<file path="config.mk">
export PLATFORM = sky130hd
export DESIGN_NAME = bssq_pos
export DESIGN_NICKNAME = d
export VERILOG_FILES = /design/src/hdl/box_sum_and_square_sum_macros.svh /design/src/hdl/bssq_pkg.sv /design/src/hdl/bssq_pos.sv
export SDC_FILE = /design/constraint.sdc
export NUM_CORES = 1
export LEC_CHECK = 0
export BUFFER_PORTS_ARGS = -buffer_cell sky130_fd_sc_hd__buf_4
export CAP_MARGIN = 20
export CORE_UTILIZATION = 45
export DETAILED_ROUTE_END_ITERATION = 16
export GPL_TIMING_DRIVEN = 0
export PLACE_DENSITY_LB_ADDON = 0.08
export REMOVE_ABC_BUFFERS = 1
export SYNTH_ARGS = -nofsm -noshare
export SYNTH_HDL_FRONTEND = slang
export SYNTH_SLANG_ARGS = --single-unit
</file>
<file path="constraint.sdc">
create_clock -name i_clk -period 8.32 [get_ports i_clk]
set_clock_uncertainty 0.1 [all_clocks]
set_input_delay 0.416 -clock i_clk [delete_from_list [all_inputs] [get_ports i_clk]]
set_output_delay 0.416 -clock i_clk [all_outputs]
set_load 0.02 [all_outputs]
</file>
<file path="src/hdl/box_sum_and_square_sum_macros.svh">
// ----------------------------------------------------------------------------
// box sum and square sum assertion macros
// Overlapping-implication and next-cycle property checks on the block clock.
// ----------------------------------------------------------------------------
`ifndef BOX_SUM_AND_SQUARE_SUM_MACROS_SVH
`define BOX_SUM_AND_SQUARE_SUM_MACROS_SVH

`ifndef NO_ASSERTIONS
`define BSSQ_ASSERT_IMPLIES(label, ante, cons) \
    label: assert property (@(posedge i_clk) disable iff (!i_rst_n) (ante) |-> (cons)) \
        else $error("bssq check failed");
`define BSSQ_ASSERT_NEXT(label, ante, cons) \
    label: assert property (@(posedge i_clk) disable iff (!i_rst_n) (ante) |=> (cons)) \
        else $error("bssq check failed");
`else
`define BSSQ_ASSERT_IMPLIES(label, ante, cons)
`define BSSQ_ASSERT_NEXT(label, ante, cons)
`endif

`endif

</file>
<file path="src/hdl/bssq_pkg.sv">
// ----------------------------------------------------------------------------
// bssq_pkg
// Shared sizes, register indexes, pipeline structs and a clamp helper of the
// sliding window box sum and square sum block.
// ----------------------------------------------------------------------------
package bssq_pkg;

    localparam int MAX_WIDTH  = 1024;
    localparam int MAX_HEIGHT = 1024;
    localparam int MAX_WINDOW = 31;

    localparam int PIX_W  = 8;
    localparam int DIM_W  = 11;
    localparam int WIN_W  = 5;
    localparam int COL_W  = $clog2(MAX_WIDTH);
    localparam int ROW_W  = $clog2(MAX_HEIGHT);
    localparam int SLOT_W = $clog2(MAX_WINDOW);
    localparam int CNT_W  = ((COL_W > ROW_W) ? COL_W : ROW_W) + 1;

    localparam int ROWBUF_AW    = SLOT_W + COL_W;
    localparam int ROWBUF_DEPTH = 2 ** ROWBUF_AW;

    localparam int SQ_W     = 2 * PIX_W;
    localparam int CSUM_W   = 13;
    localparam int CSQ_W    = 21;
    localparam int SUM_W    = 18;
    localparam int SQS_W    = 26;
    localparam int COLMEM_W = CSUM_W + CSQ_W;

    localparam int CFG_IDX_W  = 2;
    localparam int CFG_DATA_W = DIM_W;

    localparam logic [CFG_IDX_W-1:0] CFG_IMAGE_WIDTH  = 2'd0;
    localparam logic [CFG_IDX_W-1:0] CFG_IMAGE_HEIGHT = 2'd1;
    localparam logic [CFG_IDX_W-1:0] CFG_WINDOW_SIZE  = 2'd2;

    localparam logic [DIM_W-1:0] RST_IMAGE_WIDTH  = DIM_W'(1024);
    localparam logic [DIM_W-1:0] RST_IMAGE_HEIGHT = DIM_W'(1024);
    localparam logic [WIN_W-1:0] RST_WINDOW_SIZE  = WIN_W'(3);

    typedef struct packed {
        logic [PIX_W-1:0]     pixel;
        logic                 first_row;
        logic                 use_old;
        logic                 row_start;
        logic                 drop_left;
        logic                 result;
        logic [COL_W-1:0]     out_col;
        logic [ROW_W-1:0]     out_row;
        logic                 frame_end;
        logic [ROWBUF_AW-1:0] row_addr;
        logic [COL_W-1:0]     col_addr;
        logic [COL_W-1:0]     left_addr;
    } t_item;

    typedef struct packed {
        logic                 en;
        logic [ROWBUF_AW-1:0] row_addr;
        logic [PIX_W-1:0]     row_data;
        logic [COL_W-1:0]     col_addr;
        logic [COLMEM_W-1:0]  col_data;
    } t_wr;

    typedef struct packed {
        logic s1_v;
        logic s2_v;
    } t_pipe_stat;

    function automatic logic [DIM_W-1:0] clamp_dim(input logic [DIM_W-1:0] v,
                                                   input logic [DIM_W-1:0] maxv);
        logic [DIM_W-1:0] res;
        res = v;
        if (v == '0) begin
            res = DIM_W'(1);
        end else if (v > maxv) begin
            res = maxv;
        end
        return res;
    endfunction

endpackage

</file>
<file path="src/hdl/bssq_pos.sv">
// ----------------------------------------------------------------------------
// bssq_pos
// Configuration registers and raster position tracking. Builds the request
// descriptor and the memory addresses for each incoming pixel.
// ----------------------------------------------------------------------------
module bssq_pos (
    input  logic                            i_clk,
    input  logic                            i_rst_n,
    input  logic                            i_cfg_valid,
    input  logic [bssq_pkg::CFG_IDX_W-1:0]  i_cfg_index,
    input  logic [bssq_pkg::CFG_DATA_W-1:0] i_cfg_data,
    input  logic                            i_accept,
    input  logic [bssq_pkg::PIX_W-1:0]      i_pixel,
    input  logic                            i_frame_start,
    output bssq_pkg::t_item                 o_item
);

    localparam int DIM_W  = bssq_pkg::DIM_W;
    localparam int WIN_W  = bssq_pkg::WIN_W;
    localparam int COL_W  = bssq_pkg::COL_W;
    localparam int ROW_W  = bssq_pkg::ROW_W;
    localparam int SLOT_W = bssq_pkg::SLOT_W;
    localparam int CNT_W  = bssq_pkg::CNT_W;

    logic [DIM_W-1:0]  r_image_width;
    logic [DIM_W-1:0]  r_image_height;
    logic [WIN_W-1:0]  r_window_size;
    logic [COL_W-1:0]  r_col, n_col;
    logic [ROW_W-1:0]  r_row, n_row;
    logic [SLOT_W-1:0] r_slot, n_slot;

    logic [DIM_W-1:0]  eff_w, eff_h;
    logic [WIN_W-1:0]  odd_s, eff_s;
    logic [CNT_W-1:0]  w, h, sw;
    logic [SLOT_W:0]   ss;
    logic [CNT_W-1:0]  c_t, r_t, cp1, rp1, left_t;
    logic [SLOT_W:0]   sl_t, sln;
    logic [COL_W-1:0]  c_cur;
    logic [ROW_W-1:0]  r_cur;
    logic [SLOT_W-1:0] sl_cur;

    always_ff @(posedge i_clk) begin
        if (!i_rst_n) begin
            r_image_width  <= bssq_pkg::RST_IMAGE_WIDTH;
            r_image_height <= bssq_pkg::RST_IMAGE_HEIGHT;
            r_window_size  <= bssq_pkg::RST_WINDOW_SIZE;
        end else if (i_cfg_valid) begin
            unique case (i_cfg_index)
                bssq_pkg::CFG_IMAGE_WIDTH:  r_image_width  <= i_cfg_data;
                bssq_pkg::CFG_IMAGE_HEIGHT: r_image_height <= i_cfg_data;
                bssq_pkg::CFG_WINDOW_SIZE:  r_window_size  <= i_cfg_data[WIN_W-1:0];
                default: ;
            endcase
        end
    end

    always_ff @(posedge i_clk) begin
        if (!i_rst_n) begin
            r_col  <= '0;
            r_row  <= '0;
            r_slot <= '0;
        end else if (i_accept) begin
            r_col  <= n_col;
            r_row  <= n_row;
            r_slot <= n_slot;
        end
    end

    always_comb begin
        eff_w = bssq_pkg::clamp_dim(r_image_width, DIM_W'(bssq_pkg::MAX_WIDTH));
        eff_h = bssq_pkg::clamp_dim(r_image_height, DIM_W'(bssq_pkg::MAX_HEIGHT));
        odd_s = r_window_size[0] ? r_window_size : r_window_size - WIN_W'(1);
        if (r_window_size < WIN_W'(3)) begin
            eff_s = WIN_W'(1);
        end else if (odd_s > WIN_W'(bssq_pkg::MAX_WINDOW)) begin
            eff_s = WIN_W'(bssq_pkg::MAX_WINDOW);
        end else begin
            eff_s = odd_s;
        end
        w  = CNT_W'(eff_w);
        h  = CNT_W'(eff_h);
        sw = CNT_W'(eff_s);
        ss = (SLOT_W+1)'(eff_s);

        // bring the position back into range
        c_t  = i_frame_start ? '0 : CNT_W'(r_col);
        r_t  = i_frame_start ? '0 : CNT_W'(r_row);
        sl_t = i_frame_start ? '0 : (SLOT_W+1)'(r_slot);
        if (c_t >= w) begin
            c_t  = '0;
            r_t  = r_t + CNT_W'(1);
            sl_t = sl_t + (SLOT_W+1)'(1);
        end
        if (r_t >= h) begin
            r_t  = '0;
            sl_t = '0;
        end
        if (sl_t >= ss) begin
            sl_t = '0;
        end
        c_cur  = c_t[COL_W-1:0];
        r_cur  = r_t[ROW_W-1:0];
        sl_cur = sl_t[SLOT_W-1:0];

        cp1    = CNT_W'(c_cur) + CNT_W'(1);
        rp1    = CNT_W'(r_cur) + CNT_W'(1);
        left_t = CNT_W'(c_cur) - sw;

        o_item.pixel     = i_pixel;
        o_item.first_row = (r_cur == '0);
        o_item.use_old   = (CNT_W'(r_cur) >= sw);
        o_item.row_start = (c_cur == '0);
        o_item.drop_left = (CNT_W'(c_cur) >= sw);
        o_item.result    = (cp1 >= sw) && (rp1 >= sw);
        o_item.out_col   = COL_W'(cp1 - sw);
        o_item.out_row   = ROW_W'(rp1 - sw);
        o_item.frame_end = (rp1 == h) && (cp1 == w);
        o_item.row_addr  = {sl_cur, c_cur};
        o_item.col_addr  = c_cur;
        o_item.left_addr = left_t[COL_W-1:0];

        // advance to the next pixel
        n_col  = cp1[COL_W-1:0];
        n_row  = r_cur;
        n_slot = sl_cur;
        if (cp1 >= w) begin
            n_col = '0;
            sln   = (SLOT_W+1)'(sl_cur) + (SLOT_W+1)'(1);
            if (sln >= ss) begin
                sln = '0;
            end
            if (rp1 >= h) begin
                n_row = '0;
                sln   = '0;
            end else begin
                n_row = rp1[ROW_W-1:0];
            end
            n_slot = sln[SLOT_W-1:0];
        end else begin
            sln = '0;
        end
    end

endmodule

</file>
======== After elaboration in Yosys (flattened, before gate mapping) ========
Index checks and enable logic that the tools add are counted.
storage, ports and cells
  register bits after elaboration ......... 52
  bits of input ports ..................... 26
  logic and storage cells ................. 65
operators by class
  add/sub/neg operators ................... 9
  $lt $le $gt $ge ......................... 14
  equal/unequal tests ..................... 4
  multiplexer cells ....................... 22
  reductions and logical operators ........ 10
operators by type and width
  operator                                                    number
  2-to-1 mux 10 bit                                           7
  2-to-1 mux 11 bit                                           5
  2-to-1 mux 5 bit                                            8
  adder 10 x 1 -> 11 bit, second input constant               3
  greater-or-equal comparator 11 bit                          3
  subtractor 10 x 5 -> 10 bit                                 3
  == test 11 bit                                              2
  greater-or-equal comparator 11 x 5 -> 1 bit                 2
  greater-than comparator 11 bit, second input constant       2
  logical NOT 11 bit                                          2
  greater-or-equal comparator 10 x 5 -> 1 bit                 2
  logical NOT 10 bit                                          2
  adder 5 x 1 -> 6 bit, second input constant                 2
  greater-or-equal comparator 6 x 5 -> 1 bit                  2
  2-to-1 mux 6 bit                                            2
  greater-or-equal comparator 10 x 11 -> 1 bit                1
  AND reduction 2 bit                                         3
  greater-than comparator 5 bit, second input constant        1
  less-than comparator 5 x 2 -> 1 bit, second input constant  1
  subtractor 5 x 1 -> 5 bit, second input constant            1
  == test 2 x 1 -> 1 bit, second input constant               1
  == test 2 bit, second input constant                        1
  logical AND 1 bit                                           2
  logical NOT 2 bit                                           1

======== Longest topological paths before layout ========
  word-level depth ........................ 14
  depth in mapped cells ................... 38
  gate-level depth less buffers ........... 32

======== Least setup slack after synthesis ========
OpenSTA, ideal clock, no wires.
  kind .................................... input-to-reg
  from .................................... input i_frame_start
  to ...................................... register r_slot[4]
  setup time .............................. 0.058 ns
  arrival ................................. 7.888 ns
  data required time ...................... 8.162 ns
  slack ................................... 0.274 ns
  cell stages on the path ................. 36
  path buffers ............................ 6
  path through ............................ clkbuf_2 clkbuf_1 clkbuf_1 nand2b_1 inv_1 ha_1 nand4_2 a2111o_1 buf_2 a2111oi_4 mux2i_1 inv_1 ha_1 and3_1 a221oi_1 o21ai_0 a41o_1 clkbuf_8 nor2_1 ha_1 a21o_1 a21o_1 a21oi_1 and2_1 and3_1 clkbuf_1 ha_1 nand3_1 xor2_1 nor2_1 ha_1 nor2b_1 nor4b_1 and3_1 nor3b_1 o21a_1
RTL lines
  element                 line            RTL
  start: declaration      bssq_pos.sv:14  input logic i_frame_start,
  end signal: assignment  bssq_pos.sv:65  r_slot <= n_slot;
  end: declaration        bssq_pos.sv:30  logic [SLOT_W-1:0] r_slot, n_slot;

======== Worst setup path in the final report ========
  from .................................... register r_image_width[6]
  to ...................................... register r_slot[4]
between the ends
  word-level cells in the longest chain between the ends .. 14
  elaborated cells on any way between the ends .. 22
RTL lines
  element                                       line             RTL
  start: declaration                            bssq_pos.sv:25   logic [DIM_W-1:0] r_image_width;
  start signal: assignment                      bssq_pos.sv:44   r_image_width <= bssq_pkg::RST_IMAGE_WIDTH;
  start signal: assignment                      bssq_pos.sv:49   bssq_pkg::CFG_IMAGE_WIDTH: r_image_width <= i_cfg_data;
  greater-than comparator 11 bit                bssq_pkg.sv:75   end else if (v > maxv) begin
  2-to-1 mux 11 bit                             bssq_pkg.sv:75
  2-to-1 mux 11 bit *                           bssq_pkg.sv:73   if (v == '0) begin
  greater-or-equal comparator 10 x 11 -> 1 bit  bssq_pos.sv:89   if (c_t >= w) begin
  2-to-1 mux 11 bit                             bssq_pos.sv:89
  greater-or-equal comparator 11 bit            bssq_pos.sv:94   if (r_t >= h) begin
  2-to-1 mux 6 bit                              bssq_pos.sv:94
  greater-or-equal comparator 6 x 5 -> 1 bit    bssq_pos.sv:98   if (sl_t >= ss) begin
  2-to-1 mux 5 bit                              bssq_pos.sv:98
  adder 5 x 1 -> 6 bit                          bssq_pos.sv:128  sln = (SLOT_W+1)'(sl_cur) + (SLOT_W+1)'(1);
  greater-or-equal comparator 6 x 5 -> 1 bit    bssq_pos.sv:129  if (sln >= ss) begin
  2-to-1 mux 5 bit                              bssq_pos.sv:129
  2-to-1 mux 5 bit                              bssq_pos.sv:132  if (rp1 >= h) begin
  2-to-1 mux 5 bit *                            bssq_pos.sv:126  if (cp1 >= w) begin
Mark *: on every way between the ends. The rest lies on a longest branch, timed or not.
A chain may end at the register's enable or synchronous reset.

==> metrics <==
outcome=finished, final reports clean; Hold Path Stages=3; area grow syn2layout=14.89%; FFs w/ async S/R, synth=0; post-route cell area=0.006729 mm²; Buffers on Ports=a little under 80; antenna violations before repair=0; RSZ-0062 raised after global routing=no; Die H=~120 µm; reg2reg start=r_image_width[6]; Met1 Routed Length=between 7000 and 8000 µm; Achievable Freq=roughly 120 MHz; # IOs=95; highest metal used=met4; hold buffers post-CTS=0; average size of a mapped cell=between 7 and 8 µm²; Clock Power Share=0.286; Final Hold Viols=0; Pins Over Slew Limit=0; Worst-Skew Late Latency=0.31 ns; hold_ws=0.2453 ns; Hold Path Sink=r_image_height[9]; CTS root buffer=clkbuf_16; R2R setup slack=0.25 ns; Starting Density=0.4622; CP Launch Type=register; Slew HR=0.3811; most frequent cells in the layout=89 x buf_4, 75 x nor2_1, 75 x ha_1, 65 x nand2_1, 52 x dfxtp_1; register area share after synthesis=0.1777; post-synthesis register bit count=52; DR DRC count=0; critical path class=register to register; Synth warnings=0; final setup fails=0; final period utilization=0.9696; pin count of the biggest net entering global routing=32; Via Count=5,588; min cycle time layout=about 8.1 ns; Sw Pwr=289.3 µW; row count=a little over 40; cell area after synthesis=0.005857 mm²; hpwl dp=14,130 µm; vias in the first global route=5,380; Worst path most repeated cell=ha_1; DR WL met2=just under 9000 µm; CTS clk-pin slew, worst paths=0.08 ns; worst slew pin tran=just over 0.9 ns; CTS Sinks=52; Distinct cells, synth=between 80 and 90; first-pass GRT wire length=about 28,000 µm; Pleak=3.053 nW; fillers=around 1,300; DR WL/cell=18.68 µm; hold_sp=i_cfg_data[9]; die area=0.01348 mm²; power per standard cell area=about 120 mW/mm²; H-tree depth=2; Post-synth top flop=dfxtp_1; most common cell after layout, fill and taps aside=buf_4; Critical Path Sink Type=register; nets@finish=896; total negative slack=0 ns; reg-to-reg endpoint=r_slot[4]; RePlAce Congestion=0.8855; Num CTS Buffers=5; placed standard-cell area=between 0.006 and 0.007 mm²; switching share of power=0.3717; number of flops mapped to enable cells by yosys=0; DRT iter0 DRCs=345; worst-path fanout max=14; core area=0.01267 mm²; DR pass1 iterations=5; TritonCTS clock tree=built; Total Routing Usage GR=0.2778; Die W=approximately 120 µm; Cells after Synth=~750; worst hold-check path type=input port to register; antenna-violating nets left=0; VDD IR max=between 0.00008 and 0.00009 V; Pint=between 400 and 500 µW; met3 wire len=just over 700 µm; WP data required=~8.5 ns; routed vias/inst=5.797; MaxCap Viol Count=0; share of post-route cells with drive strength above 1=0.1818; Sequential Power Share=0.344; antenna cells=0; combinational power share=0.370; Critical Path AT=8.23 ns; GR Overflow Total=0; Crit-path slowest cell=a2111o_2; clk buf depth=2; Critical Path Max Stage Delay=between 0.5 and 0.6 ns; Final Routed Wirelength=18,010 µm; Reg2Reg Depth=29; Core Util, Final=0.5311
[kinds of logic after synthesis]
logic type | Yosys count | synth area share
compound gates | 146 | 0.1790
xor+xnor | 47 | 0.07028
fa+ha+maj | 79 | 0.1726
buf+inv | 81 | 0.06836
flops | 52 | 0.1777
mux | 32 | 0.05683
simple gates | 310 | 0.2752
[metrics by stage]
stage	cells	worst slack, ns	total power [mW]
5_1_grt	964	0.001329	0.8156
4_1_cts	958	0.04640	0.7780
2_1_floorplan	693	0.2858	0.4442
3_3_place_gp	943	-2.050	0.5454
6_report	964	0.2530	0.7783
3_5_place_dp	949	-1.334	0.5541
[layout make-up]
cell class / count / area [µm²] / area share
multi-input cells: 614 / 4514 / 0.6709
flip-flops and latches: 52 / 1041 / 0.1547
clock buffers: 5 / 125.1 / 0.01859
well taps: 172 / 215.2 / 0.03198
clock inverters: 3 / 21.27 / 0.003161
inverters: 27 / 105.1 / 0.01562
repair buffers: 91 / 706.9 / 0.1051
[registers in the layout, summed over array words and instances, names as in the netlist]
signal and flops:
r_image_height 11, r_row 10, r_col 10, r_slot 5, r_image_width 11, r_window_size 5
[power groups by stage]
stage / logic (mW) / clock network [mW] / registers (mW)
detailed placement: 0.281 / 0 / 0.274
floorplan: 0.174 / 0 / 0.270
global placement: 0.272 / 0 / 0.273
global route: 0.313 / 0.233 / 0.269
finish: 0.288 / 0.223 / 0.268
CTS: 0.284 / 0.227 / 0.268
[critical path: cells and delay by family (launching register included)]
family | cells | cell delay [ns]
AO/OA/AOI/OAI | 11 | 2.91
adder cells (fa/ha/maj) | 4 | 1.03
buffers and inverters | 2 | 0.32
flip-flops | 1 | 0.34
multiplexers | 1 | 0.34
AND/OR/NAND/NOR | 11 | 2.95
[what timing repair did]
item                       4_1_cts  5_1_grt
setup buffers                    1        5
pin swaps                        1        3
hold endpoints to repair         0        0
cloned                           0        0
setup endpoints to repair       15        7
gates resized for setup          9        8
[Yosys cell counts, types with 5 or more instances]
| master | count | area, µm² |
|---|---|---|
| and3_1 | 17 | 106.4 |
| a221oi_1 | 6 | 52.55 |
| nor2_1 | 76 | 285.3 |
| nand4_1 | 11 | 68.82 |
| xor2_1 | 22 | 192.7 |
| a21o_1 | 15 | 112.6 |
| o21ai_1 | 5 | 25.02 |
| nand2b_1 | 13 | 81.33 |
| nor4_1 | 7 | 43.79 |
| inv_1 | 23 | 86.33 |
| a211oi_1 | 9 | 67.56 |
| buf_4 | 20 | 150.1 |
| ha_1 | 76 | 950.9 |
| clkbuf_1 | 27 | 101.4 |
| xnor2_1 | 25 | 219.0 |
| o211ai_1 | 5 | 37.54 |
| nor2b_1 | 27 | 168.9 |
| mux2i_1 | 28 | 280.3 |
| o21a_1 | 5 | 37.54 |
| o2111ai_1 | 5 | 43.79 |
| a31oi_1 | 5 | 31.28 |
| nor3_1 | 22 | 110.1 |
| dfxtp_1 | 52 | 1041 |
| a21oi_1 | 32 | 160.2 |
| nand3_1 | 29 | 145.1 |
| and2_1 | 12 | 75.07 |
| nand2_1 | 65 | 244.0 |
| o21ai_0 | 23 | 115.1 |
[how the worst max path moves through the flow]
stage                                start         to  slack [ns]  cells past startpoint
after floorplan              i_frame_start  r_slot[4]        0.29                     27
after global placement       i_frame_start  r_slot[4]       -2.05                     28
after detailed placement     i_frame_start  r_slot[4]       -1.33                     28
after CTS                 r_image_width[6]  r_slot[4]        0.05                     29
after global routing      r_image_width[6]  r_slot[4]       0.001                     29
final                     r_image_width[6]  r_slot[4]        0.25                     29
[layer usage]
metal,global-route usage,vias to the layer above
met1,0.3389,2648
met2,0.4925,153
li1,-,2752
met4,0.09316,0
met5,0,-
met3,0.04707,35
No activity file was read; power rests on OpenSTA's default activity.
